`src/hw/rtl/hbo_pkg.sv`:
```
// ============================================================================
// hbo_pkg: shared types and constants for the heightfield box overlap core
// Holds sequencer states, register indexes, opcodes and divider width/types.
// ============================================================================
package hbo_pkg;

    // Configuration register indexes.
    localparam logic [2:0] REG_ORIGIN_X    = 3'd0;
    localparam logic [2:0] REG_ORIGIN_Z    = 3'd1;
    localparam logic [2:0] REG_CELL_SIZE   = 3'd2;
    localparam logic [2:0] REG_VOXEL_EDGE  = 3'd3;
    localparam logic [2:0] REG_GRID_POINTS = 3'd4;

    // Item opcodes.
    localparam logic OP_LOAD  = 1'b0;
    localparam logic OP_QUERY = 1'b1;

    // Dividend width for the floor divider (signed, 34 bits covers a 33-bit
    // difference of two Q16.16 values).
    localparam int DIV_W = 34;

    typedef enum logic [3:0] {
        ST_IDLE,
        ST_COVER,
        ST_DIV_START,
        ST_DIV_WAIT,
        ST_CELL_INIT,
        ST_RD_ISSUE,
        ST_RD_WAIT,
        ST_RD_TAKE,
        ST_TOP_START,
        ST_TOP_WAIT,
        ST_TOP_CMP,
        ST_DONE
    } state_t;

    // Request to the shared floor divider.
    typedef struct packed {
        logic                    start;
        logic signed [DIV_W-1:0] dividend;
        logic [30:0]             divisor;
    } div_req_t;

    // Reply from the shared floor divider.
    typedef struct packed {
        logic                    busy;
        logic                    done;
        logic signed [DIV_W-1:0] quotient;
    } div_rsp_t;

endpackage

```
`src/hw/rtl/hbo_floor_div.sv`:
```
// ============================================================================
// hbo_floor_div: iterative signed floor divider
// Restoring division of the magnitude, one quotient bit per cycle, with a
// floor correction for negative dividends that leave a remainder.
// ============================================================================
module hbo_floor_div (
    input  logic             clk,
    input  logic             rst_n,
    input  hbo_pkg::div_req_t req,
    output hbo_pkg::div_rsp_t rsp
);

    localparam int W  = hbo_pkg::DIV_W;
    localparam int CW = $clog2(W + 1);

    logic [W-1:0]  mag_reg, mag_next;
    logic [W-1:0]  quo_reg, quo_next;
    logic [31:0]   rem_reg, rem_next;
    logic [30:0]   den_reg, den_next;
    logic          neg_reg, neg_next;
    logic [CW-1:0] cnt_reg, cnt_next;
    logic          busy_reg, busy_next;
    logic          done_reg, done_next;

    logic [31:0]   shifted;
    logic [31:0]   diff;
    logic          fit;
    logic [W-1:0]  neg_q;

    // One restoring step per cycle on the magnitude.
    always_comb
    begin
        shifted   = {rem_reg[30:0], mag_reg[W-1]};
        diff      = shifted - {1'b0, den_reg};
        fit       = (shifted >= {1'b0, den_reg});
        mag_next  = mag_reg;
        quo_next  = quo_reg;
        rem_next  = rem_reg;
        den_next  = den_reg;
        neg_next  = neg_reg;
        cnt_next  = cnt_reg;
        busy_next = busy_reg;
        done_next = 1'b0;
        if (req.start)
        begin
            neg_next  = req.dividend[W-1];
            mag_next  = req.dividend[W-1] ? W'(-req.dividend) : W'(req.dividend);
            den_next  = (req.divisor == 31'd0) ? 31'd1 : req.divisor;
            rem_next  = 32'd0;
            quo_next  = '0;
            cnt_next  = CW'(W);
            busy_next = 1'b1;
        end
        else if (busy_reg)
        begin
            rem_next = fit ? diff : shifted;
            quo_next = {quo_reg[W-2:0], fit};
            mag_next = {mag_reg[W-2:0], 1'b0};
            cnt_next = cnt_reg - CW'(1);
            if (cnt_reg == CW'(1))
            begin
                busy_next = 1'b0;
                done_next = 1'b1;
            end
        end
    end

    // Control registers.
    always_ff @(posedge clk or negedge rst_n)
    begin
        if (!rst_n)
        begin
            busy_reg <= 1'b0;
            done_reg <= 1'b0;
            cnt_reg  <= '0;
        end
        else
        begin
            busy_reg <= busy_next;
            done_reg <= done_next;
            cnt_reg  <= cnt_next;
        end
    end

    // Datapath registers.
    always_ff @(posedge clk)
    begin
        mag_reg <= mag_next;
        quo_reg <= quo_next;
        rem_reg <= rem_next;
        den_reg <= den_next;
        neg_reg <= neg_next;
    end

    // Floor: a negative quotient with a remainder steps down by one.
    always_comb
    begin
        neg_q        = W'(-quo_reg) - ((rem_reg != 32'd0) ? W'(1) : W'(0));
        rsp.busy     = busy_reg;
        rsp.done     = done_reg;
        rsp.quotient = neg_reg ? neg_q : quo_reg;
    end

endmodule

```
`config.mk`:
```
export PLATFORM = sky130hd
export DESIGN_NAME = hbo_floor_div
export DESIGN_NICKNAME = d
export VERILOG_FILES = /design/src/hw/rtl/hbo_pkg.sv /design/src/hw/rtl/hbo_floor_div.sv
export SDC_FILE = /design/constraint.sdc
export NUM_CORES = 1
export LEC_CHECK = 0
export BUFFER_PORTS_ARGS = -buffer_cell sky130_fd_sc_hd__buf_2
export CAP_MARGIN = 20
export CORE_MARGIN = 2
export CORE_UTILIZATION = 25
export CTS_BUF_LIST = sky130_fd_sc_hd__clkbuf_4
export DETAILED_ROUTE_END_ITERATION = 8
export GPL_ROUTABILITY_DRIVEN = 0
export GPL_TIMING_DRIVEN = 0
export PLACE_DENSITY = 0.43
export SYNTH_ARGS = -nofsm -noshare
export SYNTH_HDL_FRONTEND = slang
export SYNTH_SLANG_ARGS = --single-unit
```
`constraint.sdc`:
```
create_clock -name clk -period 5.1 [get_ports clk]
set_input_delay 1.02 -clock clk [delete_from_list [all_inputs] [get_ports clk]]
set_output_delay 1.02 -clock clk [all_outputs]
set_load 0.01 [all_outputs]
```
==> results of run 1 <==
## cell type report
cell class                 count  area (um^2)
tap                          525          657
buffer                        87          339
multi-input combinational    877         6150
sequential                   140         3540
inverter                      91          342
timing repair buffer         114          628
fill                        4320        27800
clock buffer                  20          150
clock inverter                12          210
antenna                        2         5.00
## cells in the final DEF (no fill, tap or decap), drive strengths merged, types with 8 or more instances in the layout
cell type	instances
a211oi	27
a21o	31
a21oi	107
and3	12
buf	126
clkbuf	95
dfrtp	8
dfxtp	66
edfxtp	66
ha	69
inv	95
mux2	18
mux2i	53
nand2	79
nand2b	14
nand3	18
nand4	14
nor2	122
nor2b	10
nor3	19
nor4	22
o21ai	73
o21bai	13
o31ai	11
or3	14
xnor2	38
xor2	47
## cells by family (layout without fill, tap and decap cells)
group	after synthesis	in the layout	synth area share (%)
fa+ha+maj	70	70	8.75
simple gates	340	340	16.0
mux	71	71	7.30
buf+inv	178	324	6.75
xor+xnor	85	85	7.38
other cells	0	2	0
flops	140	140	34.7
compound gates	311	311	19.1
## per-layer routing
layer  vias to the layer above  share of wire, %  routed length (um)  GRT usage, %
li1                       4517                 -                   -             -
met1                      4210                49               14800          19.7
met2                       137                46               14000          24.2
met3                        26               3.7                1110          3.09
met4                         4               1.1                 318          3.31
met5                         -             0.079                  24             0
## worst max path at each step
| stage | end | slack [ns] | cells past startpoint |
|---|---|---|---|
| 4_1_cts | rsp[33] | -0.11 | 18 |
| 2_1_floorplan | rsp[33] | 0.93 | 16 |
| 5_1_grt | rsp[33] | -0.29 | 18 |
| 3_3_place_gp | rsp[33] | -0.29 | 17 |
| 3_5_place_dp | rsp[33] | -0.32 | 17 |
| 6_report | rsp[33] | -0.02 | 18 |
## power groups by stage
stage | clock, W | sequential (W) | combinational (W)
2_1_floorplan | 0 | 0.00151 | 0.00234
3_3_place_gp | 0 | 0.00160 | 0.00325
3_5_place_dp | 0 | 0.00159 | 0.00325
4_1_cts | 0.000964 | 0.00161 | 0.00351
5_1_grt | 0.00101 | 0.00166 | 0.00409
6_report | 0.000931 | 0.00163 | 0.00369
## what timing repair did
| item | in CTS | in global routing |
|---|---|---|
| buffers inserted | 6 | 4 |
| gates resized for setup | 44 | 29 |
| setup endpoints to repair | 18 | 13 |
| pin swaps | 15 | 14 |
## worst reg2reg max path, cell delays in order, from the launching register on
cell      delay (ns)
dfxtp_4         0.38
buf_4           0.14
ha_1            0.35
a21o_1          0.22
a221o_1         0.35
a21oi_1         0.15
o21a_1          0.22
a21oi_1         0.15
nor3_2          0.34
buf_2           0.35
buf_2           0.35
mux2i_1         0.24
a211oi_1        0.09
## metrics by stage
step	setup WS [ns]	hold WS, ns
after floorplan	0.930	0.427
after global placement	-0.294	0.477
after detailed placement	-0.323	0.484
after CTS	-0.114	0.164
after global routing	-0.288	0.159
final	-0.0181	0.230
==> flow_summary.ini, run 1 <==
[power_and_ir_drop]
power_w = 0.00625
power_density_nw_per_um2 = 520
p_leak_nw = 5.40
internal_power_w = 0.00357
p_sw_w = 0.00268
vdd_ir_drop_max_mv = 0.178
combPwrFrac_pct = 59.0
seq_power_share_pct = 26.1
p_sw_share_pct = 42.8
p_clk_share_pct = 14.9

[sta]
fmax_mhz = 195
max-slew-margin-rel_pct = 37.3
setup_viol = 1
finalWorstSetupSlack_ns = -0.0181
maxSlewViolCount = 0
finalHoldViolations = 0
clock_skew_ns = 0.0334
rsz0062_at_grt = yes
post-route-period-util_pct = 100
tns_ns = -0.0181
max_slew.worst_pin.slew_ns = 0.941
fin_crit_ns = 5.12

[final_layout]
postLayoutCellArea_um2 = 12000
final_core_util_pct = 30.2
synthToLayoutAreaGrowth_pct = 19.1
nNetsFinal = 1466
instances_no_fill = 1868
drive_gt1_share_pct = 17.2

[synth]
synth.distinct_cells = 68
synth_area_leader_cell = edfxtp_1
syn_nets = 1333
syn_area_um2 = 10100
synth_common_cells = nor2_1, a21oi_1, inv_1, nand2_1, clkbuf_1
synth_warnings = 0
synth_async_sr_flop_share_pct = 5.71
yosys.area.top_type_share_pct = 19.6
synth_most_common_cell = nor2_1
synth_area_per_cell_um2 = 8.44
synth_seq_area_share_pct = 34.7
netlist_instances = 1195
synthFlopType = edfxtp_1
yosys-top-cells-area = edfxtp_1, dfxtp_1, ha_1, a21oi_1, mux2i_1
ys_ff_latch = 140
synth_edf_count = 66

[setup_path]
cp-end-kind = output pin
cp.required_ns = 4.08
worstPathMaxFanout = 4
cpMaxStageDelayCell = dfxtp_4
r2r_end = rem_reg[24]
arrival_ns = 4.10
cpLargestDelayFamily = compound AO/OA/AOI/OAI gates
path_common_cell = ha_4
reg2reg_slack_ns = 1.61
crit_buf_inv = 3
critical_path.startpoint = rem_reg[19]
critical_path_class = reg -> out
start_kind = flip-flop
r2r_start = rem_reg[10]
path_cells = nor4_4, nand4_1, nor2_2, ha_2, ha_4, inv_2, ha_4, o21ba_4, a21oi_4, o21ai_2, a311oi_2, buf_4, nor3_2, o41ai_2, xnor2_1, nand2_1, xnor2_2, buf_2
reg2reg_depth = 12
max_stage_delay_ns = 0.38

[detailed_routing]
wl_per_cell_um = 16.2
vias = 8894
drtAntennaViolNets = 0
finalWirelength_um = 30300
drtIter0Drc = 359
viasPerCell = 4.76
drcViolationCount = 0
first_pass_iters = 5

[global_route]
grt_pass1_wl_um = 48300
grt_max_degree = 34
antenna_found_initial = 4
grt-ovfl-total = 0
track_usage_pct = 14.7
first_global_vias = 8923

[placement]
dpl_cell_area_um2 = 11300
place_inst = 1824
port_buffers = 103
dp_hpwl_um = 22800

[min_path]
hold_path.class = in -> async

[clocking]
hold_buffers = 0
h-tree-depth = 4
cts_num_sinks = 140
clk_pin_slew_ns = 0.16
insertion_delay_ns = 0.62
clockBufferDepth = 2
cts-buffers-inserted = 17
cts_root_buf = clkbuf_4
cts_tree = done

[job]
drv_cap = 0

[floorplanning]
die_x_um = 205
die_area_um2 = 42000
row_count = 73
core_area_um2 = 39800
ios = 104
dieHeight_um = 205
start_util_pct = 25.3

[status]
outcome = finished with violations
violations = setup timing
Note: power is estimated with default switching activity, not from simulation.
==> run 2, diff against run 1 <==
--- a/config.mk
+++ b/config.mk
@@ -7,13 +7,15 @@
 export LEC_CHECK = 0
 export BUFFER_PORTS_ARGS = -buffer_cell sky130_fd_sc_hd__buf_2
 export CAP_MARGIN = 20
+export CELL_PAD_IN_SITES_DETAIL_PLACEMENT = 0
+export CELL_PAD_IN_SITES_GLOBAL_PLACEMENT = 1
 export CORE_MARGIN = 2
 export CORE_UTILIZATION = 25
 export CTS_BUF_LIST = sky130_fd_sc_hd__clkbuf_4
 export DETAILED_ROUTE_END_ITERATION = 8
 export GPL_ROUTABILITY_DRIVEN = 0
 export GPL_TIMING_DRIVEN = 0
-export PLACE_DENSITY = 0.43
+export PLACE_DENSITY = 0.53
 export SYNTH_ARGS = -nofsm -noshare
 export SYNTH_HDL_FRONTEND = slang
 export SYNTH_SLANG_ARGS = --single-unit
==> flow_summary.ini, run 2 (synthesized netlist as in run 1, its figures left out) <==
[placement]
post-place-ws_ns = -0.266
port_buffers = 103
dp_hpwl_um = 23400
place_inst = 1824
dpl_cell_area_um2 = 11300

[detailed_routing]
drtIter0Drc = 407
first_pass_iters = 5
wl_per_cell_um = 16.6
vias = 8810
drcViolationCount = 0
viasPerCell = 4.73
drtAntennaViolNets = 0
finalWirelength_um = 31000

[final_layout]
instances_no_fill = 1863
drive_gt1_share_pct = 16.3
postLayoutCellArea_um2 = 11900
final_common_cell = nor2_1
synthToLayoutAreaGrowth_pct = 17.7
most-common-layout-cells = nor2_1, buf_2, a21oi_1
nNetsFinal = 1462

[global_route]
grt_pass1_wl_um = 49100
first_global_vias = 8788
antenna_found_initial = 3
grt-ovfl-total = 0
grt_max_degree = 34
track_usage_pct = 15.1

[sta]
post-route-period-util_pct = 97.6
finalWorstSetupSlack_ns = 0.120
clock_skew_ns = 0.0287
fin_crit_ns = 4.98
fmax_mhz = 201
rsz0062_at_grt = yes
max-slew-margin-rel_pct = 37.8
setup_viol = 0
holdWs_ns = 0.242
finalHoldViolations = 0
maxSlewViolCount = 0
max_slew.worst_pin.slew_ns = 0.933

[floorplanning]
start_util_pct = 25.3
die_area_um2 = 42000
core_area_um2 = 39800
ios = 104
die_x_um = 205
dieHeight_um = 205
row_count = 73

[clocking]
cts_tree = done
cts-buffers-inserted = 17
hold_buffers = 0
cts_root_buf = clkbuf_4
clockBufferDepth = 2
clk_pin_slew_ns = 0.14
cts_num_sinks = 140
h-tree-depth = 4
insertion_delay_ns = 0.61

[power_and_ir_drop]
p_sw_share_pct = 43.8
p_leak_nw = 5.34
combPwrFrac_pct = 59.2
internal_power_w = 0.00338
p_clk_share_pct = 13.8
power_density_nw_per_um2 = 507
p_sw_w = 0.00264
vdd_ir_drop_max_mv = 0.168
seq_power_share_pct = 26.9

[setup_path]
start_kind = flip-flop
critical_path_class = reg -> out
arrival_ns = 3.96
worstPathMaxFanout = 4
cp.required_ns = 4.08
critical_path.startpoint = rem_reg[14]
cp-end-kind = output pin
r2r_start = rem_reg[16]

[status]
outcome = finished, final reports clean

[job]
drv_cap = 0

[min_path]
hold_path.class = in -> async
==> run 2: cell count changes in the layout (fill, tap and decap cells not counted), sizes merged <==
cell | before | now
inv | 95 | 94
buf | 126 | 122
clkbuf | 95 | 96
clkinv | 2 | 4
diode | 2 | 1
bufinv | 5 | 3
==> run 2: power groups by stage <==
stage          Clock [W]  Sequential [W]  Combinational (W)
6_report        0.000832         0.00162            0.00357
5_1_grt         0.000913         0.00165            0.00398
4_1_cts         0.000874         0.00161            0.00350
3_5_place_dp           0         0.00159            0.00326
3_3_place_gp           0         0.00159            0.00326
2_1_floorplan          0         0.00151            0.00234
==> run 2: per-layer routing <==
layer  vias to the layer above  GRT usage [%]  part of all wire [%]
met4                         4           3.26                  0.93
met2                       130           24.4                    47
met1                      4160           20.8                    49
met3                        15           2.70                   3.5
li1                       4501              -                     -
met5                         -              0                 0.068
==> run 2: area by class of cell <==
type,count,area (um^2)
Clock inverter,11,143
Inverter,91,342
Tap cell,525,657
Clock buffer,21,158
Antenna cell,1,2.50
Multi-Input combinational cell,877,6130
Timing Repair Buffer,110,576
Buffer,87,339
Sequential cell,140,3520
Fill cell,4400,28000
==> run 2: worst max-delay path, stage by stage (launching register included) <==
cell      delay [ns]
dfxtp_2         0.40
nor4_4          0.29
nand4_1         0.16
nor2_2          0.19
ha_2            0.21
ha_4            0.13
inv_2           0.04
ha_4            0.15
o21ba_4         0.20
a21oi_4         0.15
o21ai_2         0.09
a311oi_2        0.32
nor3_2          0.09
o41ai_2         0.25
xnor2_1         0.16
nand2_1         0.10
xnor2_2         0.26
buf_2           0.17
==> run 2: metrics by stage <==
step                      total power [W]  util, %  setup TNS [ns]
after floorplan                   0.00385        -               0
after global placement            0.00486     28.3          -0.565
after detailed placement          0.00485     28.3          -0.593
after CTS                         0.00598     29.6               0
after global routing              0.00655     29.8          -0.467
final                             0.00602     29.8               0
==> run 2: path summary, 6_finish.rpt <==
path | depth (start not counted) | slack [ns] | endpoint
hold / removal | 1 | 0.24 | busy_reg
min in group clk | 2 | 0.50 | rem_reg[31]
hold reg to reg | 2 | 0.50 | rem_reg[31]
setup reg to reg | 13 | 1.53 | rem_reg[26]
max in group asynchronous | 1 | 4.68 | done_reg
setup / recovery | 17 | 0.12 | rsp[33]
==> run 2: timing repair <==
| item | CTS | global route |
|---|---|---|
| buffers inserted | 3 | 3 |
| gates resized for setup | 44 | 15 |
| endpoints found under the setup margin | 17 | 9 |
| pin swaps | 17 | 7 |
| cloned | 0 | 0 |
==> run 3, diff against run 2 <==
--- a/config.mk
+++ b/config.mk
@@ -5,6 +5,7 @@
 export SDC_FILE = /design/constraint.sdc
 export NUM_CORES = 1
 export LEC_CHECK = 0
+export ABC_AREA = 1
 export BUFFER_PORTS_ARGS = -buffer_cell sky130_fd_sc_hd__buf_2
 export CAP_MARGIN = 20
 export CELL_PAD_IN_SITES_DETAIL_PLACEMENT = 0
@@ -15,7 +16,7 @@
 export DETAILED_ROUTE_END_ITERATION = 8
 export GPL_ROUTABILITY_DRIVEN = 0
 export GPL_TIMING_DRIVEN = 0
-export PLACE_DENSITY = 0.53
+export PLACE_DENSITY = 0.55
 export SYNTH_ARGS = -nofsm -noshare
 export SYNTH_HDL_FRONTEND = slang
 export SYNTH_SLANG_ARGS = --single-unit
==> flow_summary.ini, run 3 <==
[clocking]
cts-buffers-inserted = 17
clk_pin_slew_ns = 0.13
cts_root_buf = clkbuf_4
insertion_delay_ns = 0.69
h-tree-depth = 4
cts_num_sinks = 140
cts_tree = done
clockBufferDepth = 2

[global_route]
grt-ovfl-total = 0
grt_pass1_wl_um = 61300
first_global_vias = 11117
track_usage_pct = 17.2
grt_max_degree = 35
antenna_found_initial = 2

[synth]
synth.distinct_cells = 46
synth_async_sr_flop_share_pct = 5.71
synth_most_common_cell = nand2_1
synthFlopType = edfxtp_1
yosys-top-cells-area = edfxtp_1, nand2_1, dfxtp_1, inv_1, ha_1
synth_area_per_cell_um2 = 6.58
yosys.area.top_type_share_pct = 17.8
ys_ff_latch = 140
syn_area_um2 = 11100
synth_edf_count = 66
synth_common_cells = nand2_1, inv_1, nand3_1, nor2_1, o21ai_0
synth_warnings = 0
synth_seq_area_share_pct = 31.5
synth_area_leader_cell = edfxtp_1
syn_nets = 1829
netlist_instances = 1691

[setup_path]
cp.required_ns = 4.08
cpMaxStageDelayCell = dfxtp_1
arrival_ns = 3.72
critical_path_class = reg -> out
reg2reg_depth = 16
r2r_start = mag_reg[33]
worstPathMaxFanout = 4
path_cells = nor4_4, nand4_1, nor2_2, ha_1, ha_1, inv_1, ha_1, nor3_1, nor2_1, o21ai_2, nand2_1, nand3_1, nand3_1, o21ai_0, buf_2
cp-end-kind = output pin
start_kind = flip-flop
path_common_cell = ha_1
reg2reg_slack_ns = 2.47
max_stage_delay_ns = 0.38
r2r_end = rem_reg[22]

[sta]
fmax_mhz = 211
max-slew-margin-rel_pct = 42.1
post-route-period-util_pct = 92.9
setup_viol = 0
finalHoldViolations = 0
clock_skew_ns = 0.0246
maxSlewViolCount = 0
rsz0062_at_grt = yes
fin_crit_ns = 4.74
max_slew.worst_pin.slew_ns = 0.860

[detailed_routing]
first_pass_iters = 5
viasPerCell = 4.58
drtIter0Drc = 698
wl_per_cell_um = 15.9
vias = 11112
drtAntennaViolNets = 0
finalWirelength_um = 38600
drcViolationCount = 0

[final_layout]
instances_no_fill = 2424
final_common_cell = nand2_1
nNetsFinal = 1954
most-common-layout-cells = nand2_1, inv_1, nand3_1
synthToLayoutAreaGrowth_pct = 14.8
drive_gt1_share_pct = 9.84
final_core_util_pct = 29.0

[placement]
place_inst = 2387
dp_hpwl_um = 31000
port_buffers = 103

[floorplanning]
dieHeight_um = 215
ios = 104
start_util_pct = 25.2
die_area_um2 = 46200
core_area_um2 = 44100
die_x_um = 215
row_count = 77

[job]
drv_cap = 0

[power_and_ir_drop]
power_w = 0.00329
p_leak_nw = 6.50
vdd_ir_drop_max_mv = 0.122
power_density_nw_per_um2 = 258

[min_path]
hold_path_depth = 2
hold_end = rem_reg[31]
min-delay-start = rem_reg[31]
hold_path.class = reg -> reg

[status]
outcome = finished, final reports clean
==> run 3: cells by family (layout without fill, tap and decap cells) <==
family	after synthesis	count (layout)	synth area share, %
buf+inv	314	452	10.9
simple gates	877	877	33.9
fa+ha+maj	70	70	7.94
other cells	0	3	0
xor+xnor	42	42	3.30
flops	140	140	31.5
compound gates	248	248	12.5
==> run 3: report_power, final <==
part / internal (W) / total (W) / switching, W
registers: 0.00125 / 0.00128 / 0.0000313
clock network: 0.000296 / 0.000781 / 0.000485
logic: 0.000435 / 0.00123 / 0.000797
total: 0.00198 / 0.00329 / 0.00131
==> run 3: area by class of cell <==
cell class | count | area, um^2
antenna | 3 | 7.51
buffer | 72 | 305
clock buffer | 18 | 135
clock inverter | 14 | 143
fill | 5074 | 31300
inverter | 242 | 908
multi-input combinational | 1237 | 6480
sequential | 140 | 3500
tap | 592 | 741
timing repair buffer | 106 | 553
==> run 3: what timing repair did <==
action	CTS	global route
resized for setup	11	4
endpoints found under the hold margin	3	0
pin swaps	3	3
setup buffers	0	1
endpoints found under the setup margin	13	5
hold buffers	1	0
==> run 3: through the flow <==
stage	setup WS [ns]	cell area [um^2]	hold slack (ns)	TNS, ns
floorplan	1.82	11100	0.426	0
global placement	0.225	12400	0.465	0
detailed placement	0.271	12400	0.472	0
CTS	0.00836	12800	0.447	0
global route	-0.0686	12800	0.481	-0.0686
finish	0.362	12800	0.500	0
==> run 3: worst max-delay path by stage <==
stage,endpoint,slack [ns],from
2_1_floorplan,rsp[33],1.82,rem_reg[24]
3_3_place_gp,rsp[23],0.23,rem_reg[16]
3_5_place_dp,rsp[23],0.27,rem_reg[16]
4_1_cts,rsp[33],0.008,rem_reg[16]
5_1_grt,rsp[33],-0.07,rem_reg[4]
6_report,rsp[23],0.36,rem_reg[16]
==> run 3: worst max-delay path, delay by kind of cell, from the launching register on <==
kind,cells,cell delay (ns)
buffers and inverters,2,0.27
AO/OA/AOI/OAI,2,0.43
AND/OR/NAND/NOR,8,1.40
flip-flops,1,0.38
adder cells (fa/ha/maj),3,0.55
==> run 3: per-layer routing <==
metal | track usage (%) | up-vias | wire, um
met4 | 5.06 | 0 | 647
met5 | 0 | - | 0
met3 | 3.34 | 40 | 1450
met1 | 23.2 | 5080 | 19000
met2 | 27.8 | 192 | 17500
li1 | - | 5800 | -
